<file path="src/hdl/bffa_pkg.sv">
// Shared constants, types and helpers for the bitmap first-free allocator.
package bffa_pkg;

   localparam int MAP_BYTES   = 512;
   localparam int BYTE_W      = 8;
   localparam int ROW_BYTES   = 8;
   localparam int ROWS        = MAP_BYTES / ROW_BYTES;
   localparam int ROW_W       = $clog2(ROWS);
   localparam int LANE_W      = $clog2(ROW_BYTES);
   localparam int BIT_W       = $clog2(BYTE_W);
   localparam int ROW_DATA_W  = ROW_BYTES * BYTE_W;
   localparam int BIDX_W      = 9;
   localparam int SLOT_W      = 12;
   localparam int BSIZE_W     = 17;
   localparam int ADDR_W      = 32;
   localparam int PROD_W      = SLOT_W + BSIZE_W;
   localparam int CSR_IDX_W   = 1;
   localparam int CSR_DATA_W  = 32;

   localparam logic [BSIZE_W-1:0] BLOCK_SIZE_RST = BSIZE_W'(4096);

   localparam logic CMD_LOAD  = 1'b0;
   localparam logic CMD_ALLOC = 1'b1;

   localparam logic [CSR_IDX_W-1:0] REG_BLOCK_SIZE  = 1'b0;
   localparam logic [CSR_IDX_W-1:0] REG_REGION_BASE = 1'b1;

   typedef enum logic [2:0] {
      ST_IDLE,
      ST_LOAD_WR,
      ST_SCAN,
      ST_PICK,
      ST_MUL,
      ST_RESP
   } state_type;

   typedef struct packed {
      logic                  en;
      logic [ROW_W-1:0]      row;
      logic [ROW_DATA_W-1:0] data;
   } map_wr_type;

   // index of the lowest set bit of an eight-bit value (0 if none)
   function automatic logic [BIT_W-1:0] lowest_set8(input logic [BYTE_W-1:0] b);
      logic [BIT_W-1:0] idx;
      idx = '0;
      for (int k = BYTE_W - 1; k >= 0; k--) begin
         if (b[k]) idx = BIT_W'(k);
      end
      return idx;
   endfunction

endpackage

</file>
<file path="src/hdl/bffa_map_store.sv">
// Bitmap store: rows of bitmap bytes in a RAM with registered read data and per-row valid bits.
module bffa_map_store (
   input  logic                           clock,
   input  logic                           reset,
   input  logic                           rd_en,
   input  logic [bffa_pkg::ROW_W-1:0]     rd_row,
   output logic [bffa_pkg::ROW_DATA_W-1:0] rd_data,
   input  bffa_pkg::map_wr_type           wr
);
   import bffa_pkg::*;

   logic [ROW_DATA_W-1:0] mem [ROWS];
   logic [ROWS-1:0]       row_vld_ff;
   logic [ROW_DATA_W-1:0] data_ff;
   logic                  data_vld_ff;

   always_ff @(posedge clock) begin
      if (wr.en) begin
         mem[wr.row] <= wr.data;
      end
      if (rd_en) begin
         data_ff <= mem[rd_row];
      end
   end

   always_ff @(posedge clock) begin
      if (reset) begin
         row_vld_ff  <= '0;
         data_vld_ff <= 1'b0;
      end else begin
         if (wr.en) begin
            row_vld_ff[wr.row] <= 1'b1;
         end
         if (rd_en) begin
            data_vld_ff <= row_vld_ff[rd_row];
         end
      end
   end

   // a row never written reads as all zero (nothing free)
   assign rd_data = data_vld_ff ? data_ff : '0;

endmodule

</file>
<file path="config.mk">
export PLATFORM = sky130hd
export DESIGN_NAME = bffa_map_store
export DESIGN_NICKNAME = d
export VERILOG_FILES = /design/src/hdl/bffa_pkg.sv /design/src/hdl/bffa_map_store.sv
export SDC_FILE = /design/constraint.sdc
export NUM_CORES = 2
export LEC_CHECK = 0
export ABC_CLOCK_PERIOD_IN_PS = 19700
export BUFFER_PORTS_ARGS = -buffer_cell sky130_fd_sc_hd__buf_2
export CORE_MARGIN = 2
export CORE_UTILIZATION = 44
export CTS_BUF_LIST = sky130_fd_sc_hd__clkbuf_16
export DETAILED_ROUTE_END_ITERATION = 16
export GPL_TIMING_DRIVEN = 1
export PLACE_DENSITY = 0.66
export SLEW_MARGIN = 40
export SYNTH_ARGS = -nofsm -noshare
export SYNTH_HDL_FRONTEND = slang
export SYNTH_SLANG_ARGS = --single-unit
</file>
<file path="constraint.sdc">
create_clock -name clock -period 19.7 [get_ports clock]
set_input_delay 3.94 -clock clock [delete_from_list [all_inputs] [get_ports clock]]
set_output_delay 3.94 -clock clock [all_outputs]
set_load 0.03 [all_outputs]
</file>
[After elaboration in Yosys (flattened, before gate mapping)]
Memories as Yosys holds them, arrays and structs flattened. A register that Yosys moved wholly into a read port is not among the register bits.
Index checks and enable logic that the tools add are counted.
Storage, ports and cells
  register bits: 65
  bits in latches: 0
  memory bits (writable): 4096
  bits in read-only memories: 0
  bits of input ports: 80
  output and inout bits: 64
  word-level logic and storage cells: 15
  memories kept: 1
Cells by class
  $add $sub $neg: 0
  $mul: 0
  div/mod/pow operators: 0
  magnitude comparators: 3
  equal/unequal tests: 0
  shift operators: 0
  mux-type cells: 7
  bitwise gates (word level): 1
  reductions and logical operators: 1
Memory list
  mem: depth 64, width 64, rd ports 1, clocked after Yosys merged registers in 1, write ports 1, RTL line bffa_map_store.sv:12  | logic [ROW_DATA_W-1:0] mem [ROWS];
Operators with widths (count)
  $mux W64: 1
  $or A64 B64 Y64: 1
  $lt A6 B7 Y1 const B: 2
  $bmux W1 S6: 1
  $demux W1 S6: 1
  $ge A6 B1 Y1 const B: 1
  $mux W1: 4
  $logic_and A1 B1 Y1: 1

[Depth between registers and ports, before layout]
  depth in word-level cells: 5
  depth in mapped cells: 9
  depth with buffers taken out: 5

[Worst setup path after synthesis]
OpenSTA, ideal clock, no wires.
  path type: input to register
  start: in wr[70] (netlist bit)
  end: mem mem[40][0] (netlist bit) (enable)
  data arrival time: 8.817 ns
  path slack: 10.316 ns
  cell stages on the path: 3
  buffers on the path: 0
  path through: nor2b_1 nand3_1 nor3_1
Between the ends
  word-level cells in the longest chain between the ends: 2
RTL lines
  start, declared: RTL line bffa_map_store.sv:8  | input bffa_pkg::map_wr_type wr
  $mux W1: RTL line bffa_map_store.sv:18  | if (wr.en) begin
  $mux W1 (implied by the code): RTL line bffa_map_store.sv:19  | mem[wr.row] <= wr.data;
  end, declared: RTL line bffa_map_store.sv:12
No other way between the ends.

==> impl_metrics.ini <==
[final_layout]
layout_commonest_cell = edfxtp_1
fillers = 27720
mostFrequentLayoutCells = 4160 x edfxtp_1, 1290 x mux4_2, 413 x clkbuf_16, 160 x buf_4, 130 x a22oi_1
drive_above_1_share_pct = 32.17
final_nets = 6901
multi_input_area_sq_um = 32400
register_area_sq_um = 126200
area_growth_pct = 13.45

[min_path]
whs_path_depth = 2
hold_path.class = flop to flop
hp-start = row_vld_ff[49]$_SDFFE_PP0P_

[power]
p_leak_nw = 56.19
comb_power_share_pct = 4.5
seqPwrFrac_pct = 54.5
p_int_mw = 14.51
swShare_pct = 20.81
ir_drop_v = 0.00007087
pwr_density_cell_nw_per_um2 = 101.2
clkPwrFrac_pct = 41.1
switching_power_mw = 3.814

[timing]
fin_tns_setup_ns = 0
slew_headroom_pct = 38.19
finalHoldViolCount = 0
post-route-period-util_pct = 39.41
fin_skew_ns = 0.05397
post-route-min-period_ns = 7.764
fmaxAchievable_ghz = 0.1288
worst_pin_slew_ns = 0.9271
finalSetupViolations = 0
post-route-worst-setup-slack_ns = 11.94
drv_slew = 0
rsz0062_at_grt = no

[critical_path]
critPathMaxStageDelay_ns = 0.71
crit_arrival_ns = 8.47
cp_data_required_time_ns = 20.40
path_max_fanout = 59
start_kind = input port
cpMaxStageDelayCell = buf_4
crit_start = rd_row[0]
path_class = input port to flop
r2r_cells = 4
cp-end-kind = flop
worstPathCellList = buf_12, buf_16, buf_12, buf_16, buf_4, buf_6, mux4_2, mux4_2, a22oi_1, nand2_1
r2r_start = mem[20][11]$_DFFE_PP_

[synth]
ys_ff_latch = 4225
synth.area.top_cells = edfxtp_1 78%, mux4_2 18%, dfxtp_1 0.81%
synth_nets = 6460
synth.avg_cell_area_sq_um = 25.03
ys_types = 32
ys_seq_area_share_pct = 79.05
synth_top_area_share_pct = 78.24
syn_area_sq_um = 159700
syn_inst = 6380
synth_top_area_cell = edfxtp_1
yosysWarnings = 0

[detailed_routing]
drc = 0
ant_nets = 0
drt_pass1_iterations = 5
post_drt_wl_per_cell_um = 36.76
via_count = 75860
wirelength_mm = 439.3
vias_per_cell = 6.347
drt_iter0_drc = 12160

[floorplanning]
coreArea_sq_um = 361700
dieArea_sq_um = 367700
initial_core_util_pct = 44.15
io_pins = 144
rows = 221
dieWidth_um = 606.4
die_h_um = 606.4

[run_status]
run_status = completed

[clock_tree]
cts-root-buf = clkbuf_16
clk_pin_slew_ns = 0.06
tritoncts = yes
clock_latency_ns = 0.98
cts_setup_buffers = 0
cts.sink_count = 4225
cts_buffers = 405
cts_hold_buf = 0
clockBufferDepth = 4
htree_levels = 5
ctsResizeCount = 0

[placed_design]
gp_congestion = 0.7712
port-buffer-count = 143
dp_slack_ns = 10.61
dpl.hpwl_mm = 224.1

[grt]
globalRouteOverflowTotal = 0
grt_pass1_vias = 74410
grt_usage_pct = 23.75
antenna_found_initial = 36
grt_first_pass_wirelength_mm = 602.4
grt_max_degree = 130

[job]
max-cap-violations = 0
[final timing paths]
| kind | to | slack, ns |
|---|---|---|
| worst max-delay path | data_ff[12]$_DFFE_PP_ | 11.94 |
| worst max register to register | data_ff[11]$_DFFE_PP_ | 17.33 |
| worst min-delay path | row_vld_ff[49]$_SDFFE_PP0P_ | 0.47 |
| worst min register to register | row_vld_ff[49]$_SDFFE_PP0P_ | 0.47 |
[per-stage QoR]
stage	utilization, %	power [mW]	instance area (sq um)	instances	hold slack (ns)
after floorplan	-	10.65	159700	6380	0.4323
final	50.08	18.33	181100	11950	0.4688
after CTS	49.99	18.41	180800	11930	0.4688
after global routing	50.08	18.79	181100	11950	0.4911
after global placement	46.14	10.96	166900	11170	0.4442
after detailed placement	46.45	10.99	168000	11200	0.4559
[sequential cells by signal, indices dropped and copies added (netlist names)]
signal,flops
data_ff,64
mem,4096
data_vld_ff,1
row_vld_ff,64
[final cells by class]
| cell class | count | share of cell area (%) |
|---|---|---|
| Sequential cell | 4225 | 69.68 |
| Multi-Input combinational cell | 1815 | 17.89 |
| Clock buffer | 413 | 5.705 |
| Tap cell | 4794 | 3.311 |
| Timing Repair Buffer | 374 | 2.042 |
| Clock inverter | 320 | 1.355 |
| Antenna cell | 11 | 0.01520 |
[cell usage after synthesis]
library cell	instances
a22oi_1	130
nand2b_1	9
o21ba_2	4
nor4_1	2
nor3_1	4
mux2i_1	2
nand2_1	73
nor2b_1	15
buf_1	49
nand3_1	10
nand3b_1	1
o2bb2ai_1	1
a2111oi_0	3
or3_1	1
buf_6	15
o41ai_1	1
buf_2	95
a211oi_1	3
dfxtp_1	65
a311oi_1	2
o21ai_0	1
nor2_1	186
mux4_2	1290
o22ai_1	2
and2_1	66
mux2_2	5
nand4_1	2
a31oi_1	1
clkbuf_1	170
buf_4	11
a21oi_1	1
edfxtp_1	4160
[critical path: cells and delay by family]
kind / cells / cell delay [ns]
buf+inv: 6 / 2.83
mux: 2 / 1.08
compound gates: 1 / 0.26
simple gates: 1 / 0.09
[cells by family after synthesis]
| family | count (synthesis) | share of synthesized area, % |
|---|---|---|
| flops | 4225 | 79.05 |
| mux | 1297 | 18.24 |
| simple gates | 369 | 1.030 |
| buf+inv | 340 | 0.9701 |
| compound gates | 149 | 0.7068 |
[power groups by stage]
stage	sequential [mW]	combinational [mW]	clock, mW
2_1_floorplan	10.2	0.493	0
3_3_place_gp	10.2	0.787	0
3_5_place_dp	10.2	0.815	0
4_1_cts	9.98	0.817	7.61
5_1_grt	9.98	0.860	7.95
6_report	9.98	0.816	7.53
[layer usage]
layer | wire length [um] | global-route usage [%] | vias up
li1 | - | - | 28620
met1 | 163000 | 33.19 | 41560
met2 | 214800 | 38.44 | 4883
met3 | 46430 | 3.888 | 788
met4 | 15050 | 7.746 | 10
met5 | 80 | 0 | -
Power figures use the tool's default switching activity.
